<file path="src/rtl/priority_ready_queue_scheduler_top_defines.svh">
// Assertion helpers used by the scheduler top level.
`ifndef PRIORITY_READY_QUEUE_SCHEDULER_TOP_DEFINES_SVH
`define PRIORITY_READY_QUEUE_SCHEDULER_TOP_DEFINES_SVH

// Invariant checked at every clock edge outside reset.
`define PRQS_ASSERT_ALWAYS(lbl, cond, msg) \
    lbl: assert property (@(posedge clk) disable iff (!rst_n) (cond)) else $error(msg);

// Implication with the consequent checked in the following cycle.
`define PRQS_ASSERT_NEXT(lbl, ante, cons, msg) \
    lbl: assert property (@(posedge clk) disable iff (!rst_n) (ante) |=> (cons)) else $error(msg);

`endif

</file>
<file path="src/rtl/prqs_pkg.sv">
`default_nettype none
package prqs_pkg;

    localparam int SLOT_COUNT   = 32;
    localparam int TASK_SLOTS   = 8;
    localparam int SERVER_SLOTS = 4;
    localparam int QUEUES       = 3;
    localparam int SLOT_W       = 5;
    localparam int CNT_W        = $clog2(SLOT_COUNT + 1);

    typedef enum logic [1:0] {
        Q_TASK   = 2'd0,
        Q_SERVER = 2'd1,
        Q_USER   = 2'd2
    } queue_t;

    typedef enum logic [1:0] {
        KIND_READY   = 2'd0,
        KIND_UNREADY = 2'd1,
        KIND_ROTATE  = 2'd2,
        KIND_REPICK  = 2'd3
    } kind_t;

    typedef struct packed {
        logic [SLOT_W-1:0] current_slot;
        logic              idle;
        logic [SLOT_W-1:0] billed_slot;
        logic [SLOT_W-1:0] previous_billed_slot;
    } prqs_res_t;

    function automatic queue_t class_of(input logic [SLOT_W-1:0] s);
        queue_t q;
        if (int'(s) < TASK_SLOTS)
        begin
            q = Q_TASK;
        end
        else if (int'(s) < TASK_SLOTS + SERVER_SLOTS)
        begin
            q = Q_SERVER;
        end
        else
        begin
            q = Q_USER;
        end
        return q;
    endfunction

endpackage
`default_nettype wire

</file>
<file path="src/rtl/priority_ready_queue_scheduler_top.sv">
`default_nettype none
// Three-level ready-queue scheduler (task, server, user) over 32 process slots.
// One beat on s_* carries one event; each event returns exactly one beat on m_*
// with the selection after it. Make-unready of a non-head slot walks the links
// of its queue through the link memory, one entry per cycle, for at most 32
// steps. A new event is accepted once the previous one has been handed to the
// output register.
module priority_ready_queue_scheduler_top
    import prqs_pkg::*;
(
    input  wire logic        clk,
    input  wire logic        rst_n,
    input  wire logic        s_tvalid,
    output logic             s_tready,
    input  wire logic [7:0]  s_tdata,   // [4:0] slot, [7:5] zero
    input  wire logic [1:0]  s_tuser,   // [1:0] kind
    output logic             m_tvalid,
    input  wire logic        m_tready,
    output logic      [15:0] m_tdata,   // [4:0] current_slot, [9:5] billed_slot,
                                        // [14:10] previous_billed_slot, [15] zero
    output logic      [0:0]  m_tuser    // [0] idle
);

    `include "priority_ready_queue_scheduler_top_defines.svh"

    logic              res_valid;
    logic              res_ready;
    prqs_res_t         res;
    logic              link_wr_en;
    logic [SLOT_W-1:0] link_wr_addr;
    logic [SLOT_W-1:0] link_wr_data;
    logic              link_rd_en;
    logic [SLOT_W-1:0] link_rd_addr;
    logic [SLOT_W-1:0] link_rd_data;

    logic              out_valid_reg;
    prqs_res_t         out_reg;

    logic              idle_beat_ok;
    logic              user_beat_ok;

    prqs_link_ram u_link_ram (
        .clk     (clk),
        .wr_en   (link_wr_en),
        .wr_addr (link_wr_addr),
        .wr_data (link_wr_data),
        .rd_en   (link_rd_en),
        .rd_addr (link_rd_addr),
        .rd_data (link_rd_data)
    );

    prqs_ctrl u_ctrl (
        .clk          (clk),
        .rst_n        (rst_n),
        .in_valid     (s_tvalid),
        .in_ready     (s_tready),
        .in_kind      (s_tuser),
        .in_slot      (s_tdata[SLOT_W-1:0]),
        .res_valid    (res_valid),
        .res_ready    (res_ready),
        .res          (res),
        .link_wr_en   (link_wr_en),
        .link_wr_addr (link_wr_addr),
        .link_wr_data (link_wr_data),
        .link_rd_en   (link_rd_en),
        .link_rd_addr (link_rd_addr),
        .link_rd_data (link_rd_data)
    );

    assign res_ready = !out_valid_reg || m_tready;

    always_ff @(posedge clk or negedge rst_n)
    begin
        if (!rst_n)
        begin
            out_valid_reg <= 1'b0;
        end
        else if (res_ready)
        begin
            out_valid_reg <= res_valid;
        end
    end

    always_ff @(posedge clk)
    begin
        if (res_ready && res_valid)
        begin
            out_reg <= res;
        end
    end

    assign m_tvalid = out_valid_reg;
    assign m_tdata  = {1'b0, out_reg.previous_billed_slot, out_reg.billed_slot,
                       out_reg.current_slot};
    assign m_tuser  = out_reg.idle;

    assign idle_beat_ok = !(m_tvalid && m_tuser[0]) || (m_tdata[4:0] == '0);
    assign user_beat_ok = !(m_tvalid && !m_tuser[0] && class_of(m_tdata[4:0]) == Q_USER)
                          || (m_tdata[9:5] == m_tdata[4:0]);

    `PRQS_ASSERT_NEXT(a_busy_after_accept, s_tvalid && s_tready, !s_tready, "accepted while busy")
    `PRQS_ASSERT_ALWAYS(a_idle_slot_zero, idle_beat_ok, "idle with nonzero slot")
    `PRQS_ASSERT_ALWAYS(a_user_billed, user_beat_ok, "user slot not billed")

endmodule
`default_nettype wire

</file>
<file path="src/rtl/prqs_link_ram.sv">
`default_nettype none
module prqs_link_ram
    import prqs_pkg::*;
(
    input  wire logic              clk,
    input  wire logic              wr_en,
    input  wire logic [SLOT_W-1:0] wr_addr,
    input  wire logic [SLOT_W-1:0] wr_data,
    input  wire logic              rd_en,
    input  wire logic [SLOT_W-1:0] rd_addr,
    output logic      [SLOT_W-1:0] rd_data
);

    logic [SLOT_W-1:0] mem [SLOT_COUNT];

    always_ff @(posedge clk)
    begin
        if (wr_en)
        begin
            mem[wr_addr] <= wr_data;
        end
    end

    always_ff @(posedge clk)
    begin
        if (rd_en)
        begin
            rd_data <= mem[rd_addr];
        end
    end

endmodule
`default_nettype wire

</file>
<file path="src/rtl/prqs_ctrl.sv">
`default_nettype none
module prqs_ctrl
    import prqs_pkg::*;
(
    input  wire logic              clk,
    input  wire logic              rst_n,
    input  wire logic              in_valid,
    output logic                   in_ready,
    input  wire logic [1:0]        in_kind,
    input  wire logic [SLOT_W-1:0] in_slot,
    output logic                   res_valid,
    input  wire logic              res_ready,
    output prqs_res_t              res,
    output logic                   link_wr_en,
    output logic      [SLOT_W-1:0] link_wr_addr,
    output logic      [SLOT_W-1:0] link_wr_data,
    output logic                   link_rd_en,
    output logic      [SLOT_W-1:0] link_rd_addr,
    input  wire logic [SLOT_W-1:0] link_rd_data
);

    typedef enum logic [3:0] {
        ST_IDLE,
        ST_EXEC,
        ST_HEAD_LINK,
        ST_WALK,
        ST_FIX,
        ST_ROT_READ,
        ST_ROT_LINK,
        ST_PICK,
        ST_RESP
    } state_t;

    state_t            state_reg;
    kind_t             kind_reg;
    logic [SLOT_W-1:0] slot_reg;
    queue_t            q_reg;
    logic [SLOT_W-1:0] xp_reg;
    logic [CNT_W-1:0]  cnt_reg;
    logic [SLOT_W-1:0] head_reg [QUEUES];
    logic [SLOT_W-1:0] tail_reg [QUEUES];
    logic [QUEUES-1:0] ne_reg;
    logic [SLOT_W-1:0] cur_reg;
    logic              idle_reg;
    logic [SLOT_W-1:0] billed_reg;
    logic [SLOT_W-1:0] prev_reg;

    logic              in_range;
    logic [SLOT_W-1:0] q_head;
    logic [SLOT_W-1:0] q_tail;
    logic [CNT_W-1:0]  cnt_inc;
    logic              walk_hit;
    logic              walk_end;
    logic              pick_found;
    queue_t            pick_q;
    logic [SLOT_W-1:0] pick_slot;

    assign in_range = CNT_W'(slot_reg) < CNT_W'(SLOT_COUNT);
    assign q_head   = head_reg[q_reg];
    assign q_tail   = tail_reg[q_reg];
    assign cnt_inc  = cnt_reg + CNT_W'(1);
    assign walk_hit = link_rd_data == slot_reg;
    assign walk_end = (cnt_inc == CNT_W'(SLOT_COUNT)) || (link_rd_data == q_tail);

    // highest non-empty queue wins
    always_comb
    begin
        pick_found = |ne_reg;
        if (ne_reg[Q_TASK])
        begin
            pick_q = Q_TASK;
        end
        else if (ne_reg[Q_SERVER])
        begin
            pick_q = Q_SERVER;
        end
        else
        begin
            pick_q = Q_USER;
        end
        pick_slot = head_reg[pick_q];
    end

    always_comb
    begin
        link_wr_en   = 1'b0;
        link_wr_addr = q_tail;
        link_wr_data = slot_reg;
        link_rd_en   = 1'b0;
        link_rd_addr = slot_reg;
        case (state_reg)
            ST_EXEC:
            begin
                case (kind_reg)
                    KIND_READY:
                    begin
                        link_wr_en = in_range && ne_reg[q_reg];
                    end
                    KIND_UNREADY:
                    begin
                        if (in_range && ne_reg[q_reg])
                        begin
                            if (q_head == slot_reg)
                            begin
                                link_rd_en = q_tail != slot_reg;
                            end
                            else
                            begin
                                link_rd_en   = q_head != q_tail;
                                link_rd_addr = q_head;
                            end
                        end
                    end
                    KIND_ROTATE:
                    begin
                        link_wr_en   = ne_reg[Q_USER];
                        link_wr_addr = tail_reg[Q_USER];
                        link_wr_data = head_reg[Q_USER];
                    end
                    default:
                    begin
                    end
                endcase
            end
            ST_WALK:
            begin
                if (walk_hit)
                begin
                    link_rd_en = 1'b1;
                end
                else if (!walk_end)
                begin
                    link_rd_en   = 1'b1;
                    link_rd_addr = link_rd_data;
                end
            end
            ST_FIX:
            begin
                link_wr_en   = 1'b1;
                link_wr_addr = xp_reg;
                link_wr_data = link_rd_data;
            end
            ST_ROT_READ:
            begin
                // tail now holds the old head
                link_rd_en   = 1'b1;
                link_rd_addr = tail_reg[Q_USER];
            end
            default:
            begin
            end
        endcase
    end

    always_ff @(posedge clk or negedge rst_n)
    begin
        if (!rst_n)
        begin
            state_reg  <= ST_IDLE;
            ne_reg     <= '0;
            cur_reg    <= '0;
            idle_reg   <= 1'b1;
            billed_reg <= '0;
            prev_reg   <= '0;
            cnt_reg    <= '0;
        end
        else
        begin
            case (state_reg)
                ST_IDLE:
                begin
                    if (in_valid)
                    begin
                        state_reg <= ST_EXEC;
                    end
                end
                ST_EXEC:
                begin
                    state_reg <= ST_RESP;
                    cnt_reg   <= '0;
                    case (kind_reg)
                        KIND_READY:
                        begin
                            if (in_range)
                            begin
                                ne_reg[q_reg] <= 1'b1;
                            end
                        end
                        KIND_UNREADY:
                        begin
                            if (in_range && ne_reg[q_reg])
                            begin
                                if (q_head == slot_reg)
                                begin
                                    if (q_tail == slot_reg)
                                    begin
                                        ne_reg[q_reg] <= 1'b0;
                                        state_reg     <= ST_PICK;
                                    end
                                    else
                                    begin
                                        state_reg <= ST_HEAD_LINK;
                                    end
                                end
                                else if (q_head != q_tail)
                                begin
                                    state_reg <= ST_WALK;
                                end
                            end
                        end
                        KIND_ROTATE:
                        begin
                            if (ne_reg[Q_USER])
                            begin
                                state_reg <= ST_ROT_READ;
                            end
                        end
                        default:
                        begin
                            state_reg <= ST_PICK;
                        end
                    endcase
                end
                ST_HEAD_LINK:
                begin
                    state_reg <= ST_PICK;
                end
                ST_WALK:
                begin
                    cnt_reg <= cnt_inc;
                    if (walk_hit)
                    begin
                        state_reg <= ST_FIX;
                    end
                    else if (walk_end)
                    begin
                        state_reg <= ST_RESP;
                    end
                end
                ST_FIX:
                begin
                    state_reg <= ST_RESP;
                end
                ST_ROT_READ:
                begin
                    state_reg <= ST_ROT_LINK;
                end
                ST_ROT_LINK:
                begin
                    state_reg <= ST_PICK;
                end
                ST_PICK:
                begin
                    state_reg <= ST_RESP;
                    if (pick_found)
                    begin
                        if (!idle_reg && class_of(cur_reg) == Q_USER)
                        begin
                            prev_reg <= billed_reg;
                        end
                        cur_reg  <= pick_slot;
                        idle_reg <= 1'b0;
                        if (class_of(pick_slot) == Q_USER)
                        begin
                            billed_reg <= pick_slot;
                        end
                    end
                    else
                    begin
                        cur_reg  <= '0;
                        idle_reg <= 1'b1;
                    end
                end
                ST_RESP:
                begin
                    if (res_ready)
                    begin
                        state_reg <= ST_IDLE;
                    end
                end
                default:
                begin
                    state_reg <= ST_IDLE;
                end
            endcase
        end
    end

    // queue ends and walk pointers carry no reset
    always_ff @(posedge clk)
    begin
        case (state_reg)
            ST_IDLE:
            begin
                if (in_valid)
                begin
                    kind_reg <= kind_t'(in_kind);
                    slot_reg <= in_slot;
                    q_reg    <= class_of(in_slot);
                end
            end
            ST_EXEC:
            begin
                xp_reg <= q_head;
                case (kind_reg)
                    KIND_READY:
                    begin
                        if (in_range)
                        begin
                            if (!ne_reg[q_reg])
                            begin
                                head_reg[q_reg] <= slot_reg;
                            end
                            tail_reg[q_reg] <= slot_reg;
                        end
                    end
                    KIND_ROTATE:
                    begin
                        q_reg <= Q_USER;
                        if (ne_reg[Q_USER])
                        begin
                            tail_reg[Q_USER] <= head_reg[Q_USER];
                        end
                    end
                    default:
                    begin
                    end
                endcase
            end
            ST_HEAD_LINK:
            begin
                head_reg[q_reg] <= link_rd_data;
            end
            ST_WALK:
            begin
                if (!walk_hit)
                begin
                    xp_reg <= link_rd_data;
                end
            end
            ST_FIX:
            begin
                if (q_tail == slot_reg)
                begin
                    tail_reg[q_reg] <= xp_reg;
                end
            end
            ST_ROT_LINK:
            begin
                head_reg[Q_USER] <= link_rd_data;
            end
            default:
            begin
            end
        endcase
    end

    assign in_ready                 = state_reg == ST_IDLE;
    assign res_valid                = state_reg == ST_RESP;
    assign res.current_slot         = cur_reg;
    assign res.idle                 = idle_reg;
    assign res.billed_slot          = billed_reg;
    assign res.previous_billed_slot = prev_reg;

endmodule
`default_nettype wire

</file>
<file path="config.mk">
export PLATFORM = sky130hd
export DESIGN_NAME = priority_ready_queue_scheduler_top
export DESIGN_NICKNAME = d
export VERILOG_FILES = /design/src/rtl/prqs_pkg.sv /design/src/rtl/priority_ready_queue_scheduler_top.sv /design/src/rtl/prqs_link_ram.sv /design/src/rtl/prqs_ctrl.sv
export VERILOG_INCLUDE_DIRS = /design/src /design/src/rtl
export SDC_FILE = /design/constraint.sdc
export NUM_CORES = 1
export LEC_CHECK = 0
export ABC_CLOCK_PERIOD_IN_PS = 4850
export BUFFER_PORTS_ARGS = -buffer_cell sky130_fd_sc_hd__buf_2
export CAP_MARGIN = 5
export CORE_MARGIN = 4
export CORE_UTILIZATION = 40
export DETAILED_ROUTE_END_ITERATION = 8
export PLACE_DENSITY_LB_ADDON = 0.12
export SYNTH_ARGS = -nofsm -noshare
export SYNTH_HDL_FRONTEND = slang
export SYNTH_SLANG_ARGS = --single-unit
</file>
<file path="constraint.sdc">
create_clock -name clk -period 4.85 [get_ports clk]
set_clock_uncertainty 0.15 [all_clocks]
set_input_delay 0.97 -clock clk [delete_from_list [all_inputs] [get_ports clk]]
set_output_delay 0.97 -clock clk [all_outputs]
set_load 0.02 [all_outputs]
</file>
; ---- Word level (Yosys, flattened, before mapping)
; Memory sizes are Yosys's and may differ from the RTL's. A register that Yosys moved wholly into a read port is not among the register bits.
; Cells that the tools add are included.
[op_classes]
bitwise_logic = 5
reduce_logical = 24
eq_ne = 27
add_sub_neg = 1
order_cmp = 8
mux = 87
[op_table]
columns = cell, count
row1 = 5-bit two-way mux, 13
row2 = 2-bit two-way mux, 18
row3 = 4-bit two-way mux, 8
row4 = "5-bit by 4-bit < comparator with 1-bit output, second input constant", 6
row5 = 1-bit two-way mux, 30
row6 = 5-bit one-hot mux with 2 select lines, 3
row7 = 4-bit one-hot mux with 7 select lines, 1
row8 = 5-bit == test, 4
row9 = "4-bit by 3-bit == test with 1-bit output, second input constant", 4
row10 = 5-bit one-hot mux with 3 select lines, 1
row11 = 3-bit two-way mux, 4
row12 = 4-bit one-hot mux with 3 select lines, 1
row13 = 6-bit one-hot mux with 2 select lines, 1
row14 = 3-bit AND reduction, 4
row15 = "2-bit by 1-bit inequality test with 1-bit output, second input constant", 5
row16 = 5-bit inequality test, 2
row17 = 5-bit OR reduction, 2
row18 = "4-bit by 2-bit == test with 1-bit output, second input constant", 2
row19 = "6-bit by 1-bit adder with 6-bit output, second input constant", 1
row20 = "2-bit == test, second input constant", 3
row21 = "6-bit == test, second input constant", 1
row22 = 3-bit one-hot mux with 2 select lines, 1
row23 = 2-bit nonzero test, 3
row24 = 5-bit AND reduction, 1
row25 = 24 further kinds, 33
[totals]
ramBits = 190
word_cells = 171
input_bits = 14
output_inout_bits = 19
ff_bits = 60
memories = 3
[mem_list]
columns = memory, words, word_bits, read_ports, rd_ports_with_merged_regs, write_ports, line
row1 = u_link_ram.mem, 32, 5, 1, 1, 1, prqs_link_ram.sv:14  ; logic [SLOT_W-1:0] mem [SLOT_COUNT];
row2 = u_ctrl.head_reg, 3, 5, 3, 1, 1, prqs_ctrl.sv:40  ; logic [SLOT_W-1:0] head_reg [QUEUES];
row3 = u_ctrl.tail_reg, 3, 5, 2, 1, 1, prqs_ctrl.sv:41  ; logic [SLOT_W-1:0] tail_reg [QUEUES];

; ---- Depth between registers and ports, before layout
; Gate-level depths: netlist of the first run.
[logic_depth]
word_depth = 10
mapped_depth = 15
ltp_nobuf = 11

; ---- Hierarchy
; From an unflattened synthesis of the first run, not the netlist that was laid out.
[hier_totals]
hier_cells = 767
area_unflattened_um2 = 11556.1
[modules_own_cells]
columns = module, cells_each, instances, seq_area_each_um2, area_per_inst_um2
row1 = prqs_link_ram, 277, 1, 4954.8, 6394.9
row2 = prqs_ctrl, 468, 1, 2088.3, 4615.7
row3 = priority_ready_queue_scheduler_top, 22, 1, 505.5, 545.5

; ---- Worst setup path before layout of the first run
; Ideal clock, no wire load.
[synth_path]
path_type = register to register
from = reg with a tool-made name
to = reg u_link_ram.rd_data[0] (read register of u_link_ram.mem), data pin
setup_time_ns = 0.260
arrival_ns = 2.984
path_buffers = 2
setup_slack_ns = 1.456
required_time_ns = 4.440
stages_incl_launch_ff = 14
path_cell_list = dfxtp_1 > buf_6 > mux2_2 > mux2i_2 > o21bai_1 > o31ai_4 > mux2_2 > o2111ai_1 > o221ai_2 > nor2_1 > clkbuf_1 > a22oi_1 > a21boi_1 > nor4_2
[synth_lines]
columns = element, line
row1 = end: declaration, prqs_link_ram.sv:11  ; output logic [SLOT_W-1:0] rd_data

==> flow_metrics.tcl, run 1 <==
set metrics [dict create \
    outcome "completed" \
    cts_tree "built" \
    ir_worst_vdd_mv 0.332 \
    rows 62 \
    period_share 0.901 \
    grt_max_degree 33 \
    placed_cells 1247 \
    setup_tns_ns 0 \
    grt_pass1_wl_mm 41.9 \
    cellLeakagePower_nw 4.72 \
    post_cts_buffers 0 \
    nNetsFinal 908 \
    avgSynthCellArea_sq_um 13.7 \
    routed_wl_mm 26.9 \
    cts_buffers 28 \
    maxCapViolations 0 \
    drt-vias-per-instance 5.43 \
    hold_class "reg -> reg" \
    drc 0 \
    ctsHoldBuffers 0 \
    layout_common_cells "edfxtp_1, mux2i_1, nor2_1" \
    rsz0062_at_grt "false" \
    globalRouteTotalUtil 0.171 \
    diodes 0 \
    setup_viol 0 \
    chipWidth_microns 178 \
    cts.sinks 257 \
    syn_area_sq_um 11600 \
    root_buffer "clkbuf_16" \
    final_common_cell "edfxtp_1" \
    drtPass1Iterations 5 \
    async_reset_ff_frac 0.117 \
    cts_htree_levels 1 \
    top_register "u_link_ram.mem" \
    globalplace.congestion 0.877 \
    hold_violations 0 \
    die_h_microns 178 \
    ys_types 68 \
    overflow 0 \
    wire_per_inst_microns 20.7 \
    synth_edf_count 225 \
    die_area_sq_um 31800 \
    synth_seq_cells 257 \
    core_area_sq_um 28700 \
    cts_resized 0 \
    syn_inst 848 \
    period_minus_slack_ns 4.37 \
    yosysWarningCount 0 \
    slew_viol_final 0 \
    grt_pass1_vias 7195 \
    io_pins 33 \
    cp-start-kind "flop" \
    relSlewSlack 0.376 \
    cp.required_ns 4.97 \
    achievable-frequency_mhz 229 \
    fill_cells 2578 \
    tightest_slew_ns 0.929 \
    ys_seq_area_frac 0.650 \
    cp_data_arrival_time_ns 4.49 \
    crit_path_max_fanout 20 \
    cts.path.max_buffers 3 \
    syn-num-nets 863 \
    clk_pin_slew_ns 0.06 \
    stdcell_count 1299 \
    start_util 0.405 \
    syn_to_final_growth_pct 13.5 \
    grt_antenna_before_repair 0 \
    io_buffers 28 \
    vias 7051 \
    largest_reg_flops 160 \
    clk_latency_ns 0.54 \
    hpwl_mm 18.7 \
    drt_iter0_markers 519 \
    post_route_cells_drive_above_1_share 0.151 \
    pwr_density_cell_nw_per_um2 630 \
    critPathKind "reg -> reg" \
    worstSetupEndpointType "flop" \
    synth_flop_cell "edfxtp_1" \
    antenna_left 0 \
]
[cell families (layout without fill, tap and decap cells)]
| family | after synthesis | after routing | share of synthesized area |
|---|---|---|---|
| flip-flops | 257 | 257 | 0.650 |
| AND/OR/NAND/NOR | 210 | 210 | 0.0867 |
| AO/OA/AOI/OAI | 185 | 185 | 0.114 |
| multiplexers | 122 | 122 | 0.109 |
| buffers and inverters | 52 | 119 | 0.0248 |
| XOR/XNOR | 20 | 20 | 0.0151 |
| adder cells (fa/ha/maj) | 1 | 1 | 0.00108 |
| other | 1 | 1 | 0.000323 |
[worst paths after layout]
kind	start	depth (start not counted)	slack, ns	endpoint
setup reg to reg	flop	12	0.48	u_link_ram.rd_data[2]
hold reg to reg	u_ctrl.prev_reg[0]	0	0.30	m_tdata[10]
hold / removal	u_ctrl.prev_reg[0]	0	0.30	m_tdata[10]
min in group asynchronous	rst_n	1	0.32	u_ctrl.state_reg[2]
setup / recovery	flop	12	0.48	u_link_ram.rd_data[2]
max in group asynchronous	rst_n	1	3.78	u_ctrl.prev_reg[3]
[critical path, stage by stage, from the launching register on]
cell and delay [ns]:
dfxtp_1 0.55, buf_4 0.23, mux2_4 0.32, mux2i_4 0.25, xnor2_1 0.17, o41ai_4 0.53, or2_2 0.25, o2111ai_1 0.15
o221ai_2 0.12, and2_1 0.75, a22oi_1 0.22, a21boi_1 0.33, nor4_2 0.08
[cells in the mapped netlist (all sizes together), types with 3 or more instances]
cell type	instances	area [sq um]
edfxtp	225	6760
mux2i	103	1050
nor2	71	267
nand2	56	210
a22oi	49	368
o21ai	38	190
dfrtp	29	726
clkbuf	26	97.6
a21boi	23	173
mux2	19	218
a21oi	18	90.1
buf	17	156
nor3	16	80.1
nand3	13	65.1
o21a	12	90.1
nor2b	11	68.8
xnor2	10	87.6
xor2	10	87.6
inv	9	33.8
nor4	9	87.6
o211ai	8	60.1
nand2b	7	43.8
a21o	6	45.0
and2	6	37.5
a211o	5	43.8
a22o	5	43.8
o31ai	5	51.3
or2	5	31.3
and3	3	18.8
or3	3	18.8
[where the power goes]
part | switching [mW] | internal, mW
registers | 0.249 | 2.89
clock network | 0.820 | 1.26
logic | 1.92 | 1.17
[stage by stage]
stage	utilization	hold slack (ns)	total power, mW	setup WS, ns	instance area, sq um
after floorplan	-	0.271	5.32	1.46	11600
after global placement	0.427	0.280	6.19	0.647	12300
after detailed placement	0.427	0.287	6.25	0.561	12300
after CTS	0.459	0.302	8.37	0.527	13200
after global routing	0.459	0.306	8.76	0.163	13200
final	0.459	0.299	8.30	0.478	13200
[metal layers]
layer / global-route usage / wire length, microns / up-vias
met5: 0 / 0 / -
met4: 0.0381 / 478 / 0
met1: 0.250 / 12300 / 3472
li1: - / - / 3317
met3: 0.0265 / 1690 / 40
met2: 0.272 / 12500 / 222
[layout make-up]
| class | count | area [sq um] | share of cell area |
|---|---|---|---|
| tap | 384 | 480 | 0.0364 |
| clock inverter | 14 | 134 | 0.0102 |
| sequential | 257 | 7550 | 0.573 |
| inverter | 9 | 33.8 | 0.00256 |
| multi-input combinational | 539 | 3800 | 0.288 |
| timing repair buffer | 58 | 390 | 0.0296 |
| clock buffer | 38 | 801 | 0.0607 |
No activity file was read; power rests on OpenSTA's default activity.
==> run 2, diff against run 1 <==
--- a/config.mk
+++ b/config.mk
@@ -6,12 +6,13 @@
 export SDC_FILE = /design/constraint.sdc
 export NUM_CORES = 1
 export LEC_CHECK = 0
-export ABC_CLOCK_PERIOD_IN_PS = 4850
-export BUFFER_PORTS_ARGS = -buffer_cell sky130_fd_sc_hd__buf_2
+export ABC_CLOCK_PERIOD_IN_PS = 5260
 export CAP_MARGIN = 5
+export CORE_ASPECT_RATIO = 2
 export CORE_MARGIN = 4
 export CORE_UTILIZATION = 40
 export DETAILED_ROUTE_END_ITERATION = 8
+export DONT_BUFFER_PORTS = 1
 export PLACE_DENSITY_LB_ADDON = 0.12
 export SYNTH_ARGS = -nofsm -noshare
 export SYNTH_HDL_FRONTEND = slang
==> constraint.sdc (replaced) <==
create_clock -name clk -period 5.26 [get_ports clk]
set_clock_uncertainty 0.15 [all_clocks]
set_input_delay 1.052 -clock clk [delete_from_list [all_inputs] [get_ports clk]]
set_output_delay 1.052 -clock clk [all_outputs]
set_load 0.02 [all_outputs]
==> run 2 against run 1 <==
Effect of this change: sequential share of layout area rose by 1.6 points; die area up 0.52%; wire length up 7.4%; first-iteration DRC count grew 5.8%; non-clock buffer count is 36 lower; worst setup slack gained 0.26 ns; power is 10% lower.
==> flow_metrics.tcl, run 2 (synthesis results as in run 1) <==
set metrics [dict create \
    critPathKind "reg -> reg" \
    path_common_cell "mux2i_1" \
    fill_cells 2567 \
    die_h_microns 249 \
    setup_viol 0 \
    period_minus_slack_ns 4.52 \
    cts_tree "built" \
    power.net_switching_mw 2.75 \
    hold_violations 0 \
    utilization 0.446 \
    syn_to_final_growth_pct 10.4 \
    crit_buf_inv 1 \
    slew_viol_final 0 \
    cts.sinks 257 \
    core_area_sq_um 28700 \
    hold_class "in -> async" \
    io_pins 33 \
    largest_reg_flops 160 \
    rows 88 \
    start_util 0.404 \
    stdcell_count 1231 \
    wirelength_met1_mm 9.38 \
    worstSetupEndpointType "flop" \
    layout_common_cells "edfxtp_1, mux2i_1, nor2_1" \
    clk_latency_ns 0.54 \
    placed_cells 1187 \
    wire_per_inst_microns 23.5 \
    cellLeakagePower_nw 4.50 \
    rsz0062_at_grt "false" \
    cts_htree_levels 1 \
    period_share 0.860 \
    cp_cell_sequence "mux2i_1 -> o21ai_1 -> xor2_1 -> o41ai_4 -> o31ai_1 -> nand3b_1 -> o311a_4 -> buf_12 -> mux2i_1 -> a22oi_1 -> a21boi_1 -> nor4_2" \
    cts.path.max_buffers 3 \
    pwr-share-clk 0.238 \
    regArea_sq_um 7550 \
    grt_pass1_vias 7372 \
    tightest_slew_ns 1.07 \
    globalplace.congestion 0.911 \
    grt_antenna_before_repair 0 \
    routed.top_layer "met4" \
    grt_max_degree 57 \
    io_buffers 0 \
    power_frac_seq 0.395 \
    crit_family "compound AO/OA/AOI/OAI gates" \
    nNetsFinal 868 \
    multiInputGateArea_sq_um 3800 \
    route.met3.wl_mm 1.03 \
    setup_tns_ns 0 \
    ir_worst_vdd_mv 0.282 \
    slowest_delay_ns 0.68 \
    ctsHoldBuffers 0 \
    chipWidth_microns 129 \
    grt_pass1_wl_mm 43.7 \
    whs_ns 0.0534 \
    swShare 0.369 \
    relSlewSlack 0.283 \
    diodes 0 \
    clk_pin_slew_ns 0.08 \
    outcome "completed" \
    drt-vias-per-instance 5.65 \
    p_int_mw 4.71 \
    routed_wl_mm 28.9 \
    crit_path_max_fanout 56 \
    cp_data_arrival_time_ns 4.65 \
    cp-start-kind "flop" \
    drc 0 \
    final_common_cell "edfxtp_1" \
    cp.required_ns 5.38 \
    die_area_sq_um 32000 \
    cts_resized 0 \
    root_buffer "clkbuf_16" \
    antenna_left 0 \
    cts_buffers 24 \
    pwr_density_cell_nw_per_um2 582 \
    post_cts_buffers 0 \
    top_register "u_link_ram.mem" \
    hpwl_mm 21.4 \
    cp_slowest_cell "o41ai_4" \
    drt_iter0_markers 549 \
    drtPass1Iterations 6 \
    dp_slack_ns 0.777 \
    worst_slack_ns 0.738 \
    vias 6950 \
    pwr-share-comb 0.368 \
    maxCapViolations 0 \
    wl_met2_mm 16.2 \
    achievable-frequency_mhz 221 \
    post_route_cells_drive_above_1_share 0.107 \
    overflow 0 \
    globalRouteTotalUtil 0.181 \
]
run 2: cell count changes in the layout (fill, tap and decap cells not counted), moves of 2 or more:
cell	before	now
buf_2	28	0
clkbuf_16	30	25
clkinv_2	3	0
clkbuf_8	2	0
buf_4	28	20
run 2: final cells by class:
cell class / count / area share
Tap cell: 360 / 0.0351
Sequential cell: 257 / 0.589
Clock inverter: 12 / 0.0115
Inverter: 9 / 0.00263
Timing Repair Buffer: 22 / 0.0148
Multi-Input combinational cell: 539 / 0.297
Clock buffer: 32 / 0.0508
run 2: path summary, 6_finish.rpt:
kind	depth (start not counted)	slack (ns)	end	startpoint
max in group asynchronous	0	4.72	u_ctrl.idle_reg	rst_n
setup reg to reg	12	0.74	u_link_ram.rd_data[4]	flop
hold / removal	0	0.05	u_ctrl.state_reg[1]	rst_n
setup / recovery	12	0.74	u_link_ram.rd_data[4]	flop
min in group clk	0	0.30	m_tdata[10]	u_ctrl.prev_reg[0]
hold reg to reg	0	0.30	m_tdata[10]	u_ctrl.prev_reg[0]
run 2: worst register-to-register path, stage by stage, from the launching register on:
cell and delay, ns:
dfxtp_1 0.64, mux2i_1 0.52, o21ai_1 0.22, xor2_1 0.23
o41ai_4 0.68, o31ai_1 0.13, nand3b_1 0.14, o311a_4 0.24
buf_12 0.31, mux2i_1 0.34, a22oi_1 0.11, a21boi_1 0.49
nor4_2 0.07
run 2: power groups by stage:
| stage | sequential [mW] | combinational [mW] | clock [mW] |
|---|---|---|---|
| CTS | 2.95 | 2.77 | 1.81 |
| global placement | 2.98 | 2.71 | 0 |
| global route | 2.97 | 2.98 | 1.88 |
| floorplan | 2.82 | 2.09 | 0 |
| finish | 2.95 | 2.74 | 1.78 |
| detailed placement | 2.99 | 2.76 | 0 |
run 2: per-stage QoR:
step | power, mW | instance area [sq um]
2_1_floorplan | 4.90 | 11600
3_3_place_gp | 5.69 | 12000
3_5_place_dp | 5.75 | 12000
4_1_cts | 7.52 | 12800
5_1_grt | 7.83 | 12800
6_report | 7.47 | 12800
run 2: per-layer routing:
| metal | vias to the layer above | GRT usage |
|---|---|---|
| met5 | - | 0 |
| met4 | 0 | 0.126 |
| met3 | 102 | 0.0223 |
| met2 | 222 | 0.345 |
| met1 | 3379 | 0.173 |
| li1 | 3247 | - |
==> run 3, diff against run 2 <==
--- a/config.mk
+++ b/config.mk
@@ -6,11 +6,12 @@
 export SDC_FILE = /design/constraint.sdc
 export NUM_CORES = 1
 export LEC_CHECK = 0
+export ABC_AREA = 1
 export ABC_CLOCK_PERIOD_IN_PS = 5260
 export CAP_MARGIN = 5
 export CORE_ASPECT_RATIO = 2
 export CORE_MARGIN = 4
-export CORE_UTILIZATION = 40
+export CORE_UTILIZATION = 30
 export DETAILED_ROUTE_END_ITERATION = 8
 export DONT_BUFFER_PORTS = 1
 export PLACE_DENSITY_LB_ADDON = 0.12
==> run 3 against run 2 <==
Effect of this change: synthesized cell count up 47%; clock-buffer cell count is 1 lower; fmax is 10% higher; critical path type unchanged; critical endpoint is now u_link_ram.mem[12][4].
==> flow_metrics.tcl, run 3 <==
set metrics [dict create \
    outcome "completed" \
    synth_edf_count 225 \
    r2r_slack_ns 1.15 \
    maxCapViolations 0 \
    die_h_microns 293 \
    drc 0 \
    synth_most_common_cell "nand2_1" \
    cts_buffers 25 \
    synth_seq_cells 257 \
    root_buffer "clkbuf_16" \
    worst_slack_ns 1.15 \
    synth_area_leaders "edfxtp_1, nand2_1, nand3_1" \
    cp-start-kind "flop" \
    globalplace.congestion 0.917 \
    pwr-share-clk 0.223 \
    avgSynthCellArea_sq_um 9.81 \
    drt-vias-per-instance 4.83 \
    synth_top_area_frac 0.554 \
    cp_cell_sequence "nor2_1 -> inv_2 -> nor2_2 -> inv_2 -> nor2_4 -> inv_2 -> nor3_4 -> buf_4 -> inv_2 -> nor2_1 -> inv_1 -> nand3_1 -> nand3_1 -> nor2_1" \
    globalRouteTotalUtil 0.172 \
    chipWidth_microns 151 \
    overflow 0 \
    crit_path_max_fanout 14 \
    cp_slowest_cell "nor2_1" \
    critPathKind "reg -> reg" \
    clk_latency_ns 0.55 \
    grt_antenna_before_repair 0 \
    final_common_cell "nand2_1" \
    rsz0062_at_grt "false" \
    yosysWarningCount 0 \
    start_util 0.303 \
    post_route_cells_drive_above_1_share 0.0811 \
    clk_pin_slew_ns 0.07 \
    die_area_sq_um 44100 \
    dpl_cell_area_sq_um 12800 \
    pwr-share-comb 0.421 \
    drtPass1Iterations 5 \
    synth_flop_cell "edfxtp_1" \
    cp.required_ns 5.29 \
    async_reset_ff_frac 0.117 \
    rr_worst_depth 14 \
    slew_viol_final 0 \
    achievable-frequency_mhz 243 \
    io_buffers 0 \
    relSlewSlack 0.279 \
    reg2reg_from "u_ctrl.state_reg[3]" \
    largest_reg_flops 160 \
    top_register "u_link_ram.mem" \
    tightest_slew_ns 1.07 \
    crit_buf_inv 6 \
    total_power_mw 8.03 \
    grt_pass1_vias 8920 \
    ys_types 50 \
    routed_wl_mm 37.9 \
    whs_ns 0.0422 \
    cts_resized 0 \
    ys_seq_area_frac 0.619 \
    hold_violations 0 \
    cts_htree_levels 1 \
    setup_viol 0 \
    cp_data_arrival_time_ns 4.14 \
    pwr_density_cell_nw_per_um2 592 \
    drt_iter0_markers 387 \
    grt_max_degree 81 \
    ctsHoldBuffers 0 \
    post_cts_buffers 0 \
    period_minus_slack_ns 4.11 \
    grt_pass1_wl_mm 55.7 \
    placed_cells 1744 \
    wire_per_inst_microns 21.2 \
    antenna_left 0 \
    slowest_delay_ns 0.62 \
    utilization 0.338 \
    syn_to_final_growth_pct 11.3 \
    vias 8641 \
    nNetsFinal 1256 \
    power_frac_seq 0.356 \
    setup_tns_ns 0 \
    period_share 0.781 \
    swShare 0.442 \
    cts.path.max_buffers 3 \
    ys_top_cells_by_count "nand2_1, edfxtp_1, nand3_1" \
    p_int_mw 4.49 \
    syn_inst 1244 \
    synth_top_area_cell "edfxtp_1" \
    path_common_cell "inv_2" \
    final_cell_area_sq_um 13600 \
    rr_endpoint "u_link_ram.mem[12][4]" \
    cts_tree "built" \
    io_pins 33 \
    dp_slack_ns 1.12 \
    core_area_sq_um 40200 \
    syn-num-nets 1259 \
    cellLeakagePower_nw 5.39 \
    diodes 0 \
    cts.sinks 257 \
    hold_class "in -> async" \
    power.net_switching_mw 3.55 \
    stdcell_count 1788 \
    crit_family "simple AND/OR/NAND/NOR gates" \
    syn_area_sq_um 12200 \
    layout_common_cells "nand2_1, edfxtp_1, nand3_1" \
    ir_worst_vdd_mv 0.245 \
    rows 104 \
    hpwl_mm 27.5 \
    worstSetupEndpointType "flop" \
]
run 3: changes by cell type after synthesis, sizes merged, moves of 24 or more:
cell   delta
nand3   +194
a22oi    -34
nand2   +232
mux2i   -103
inv     +157
o21ai    +24
run 3: layout make-up:
class	count	area (sq um)
inverters	167	627
clock inverters	13	108
clock buffers	31	699
well taps	530	663
fillers	4073	26600
repair buffers	22	165
flip-flops and latches	257	7550
multi-input cells	768	3760
run 3: how the worst max path moves through the flow:
stage / startpoint / to / cells after the start
2_1_floorplan: u_ctrl.state_reg[0] / u_link_ram.mem[0][0] / 9
3_3_place_gp: u_ctrl.state_reg[3] / u_link_ram.mem[12][1] / 14
3_5_place_dp: u_ctrl.state_reg[3] / u_link_ram.mem[12][0] / 14
4_1_cts: u_ctrl.state_reg[3] / u_link_ram.mem[12][0] / 14
5_1_grt: u_ctrl.state_reg[3] / u_link_ram.mem[12][1] / 14
6_report: u_ctrl.state_reg[3] / u_link_ram.mem[12][4] / 14
run 3: cell families (layout without fill, tap and decap cells):
kind of cell | after synthesis | count (layout) | synth area share
adders and majority gates | 1 | 1 | 0.00103
muxes | 2 | 2 | 0.00185
buffers and inverters | 219 | 233 | 0.0745
other | 1 | 1 | 0.000307
and+or+nand+nor | 626 | 626 | 0.231
DFF | 257 | 257 | 0.619
xor gates and xnor gates | 17 | 17 | 0.0122
AOI/OAI and AO/OA | 121 | 121 | 0.0605
run 3: routing by layer:
layer	track usage	routed length, microns	vias to the layer above
met1	0.146	11500	4150
li1	-	-	4203
met5	0	0	-
met4	0.115	2940	0
met3	0.0191	994	100
met2	0.354	22500	188
run 3: power groups by stage:
stage | combinational (mW) | clock, mW | sequential, mW
2_1_floorplan | 2.29 | 0 | 2.82
3_3_place_gp | 3.43 | 0 | 2.90
3_5_place_dp | 3.44 | 0 | 2.90
4_1_cts | 3.45 | 1.85 | 2.86
5_1_grt | 3.73 | 1.91 | 2.88
6_report | 3.38 | 1.79 | 2.86
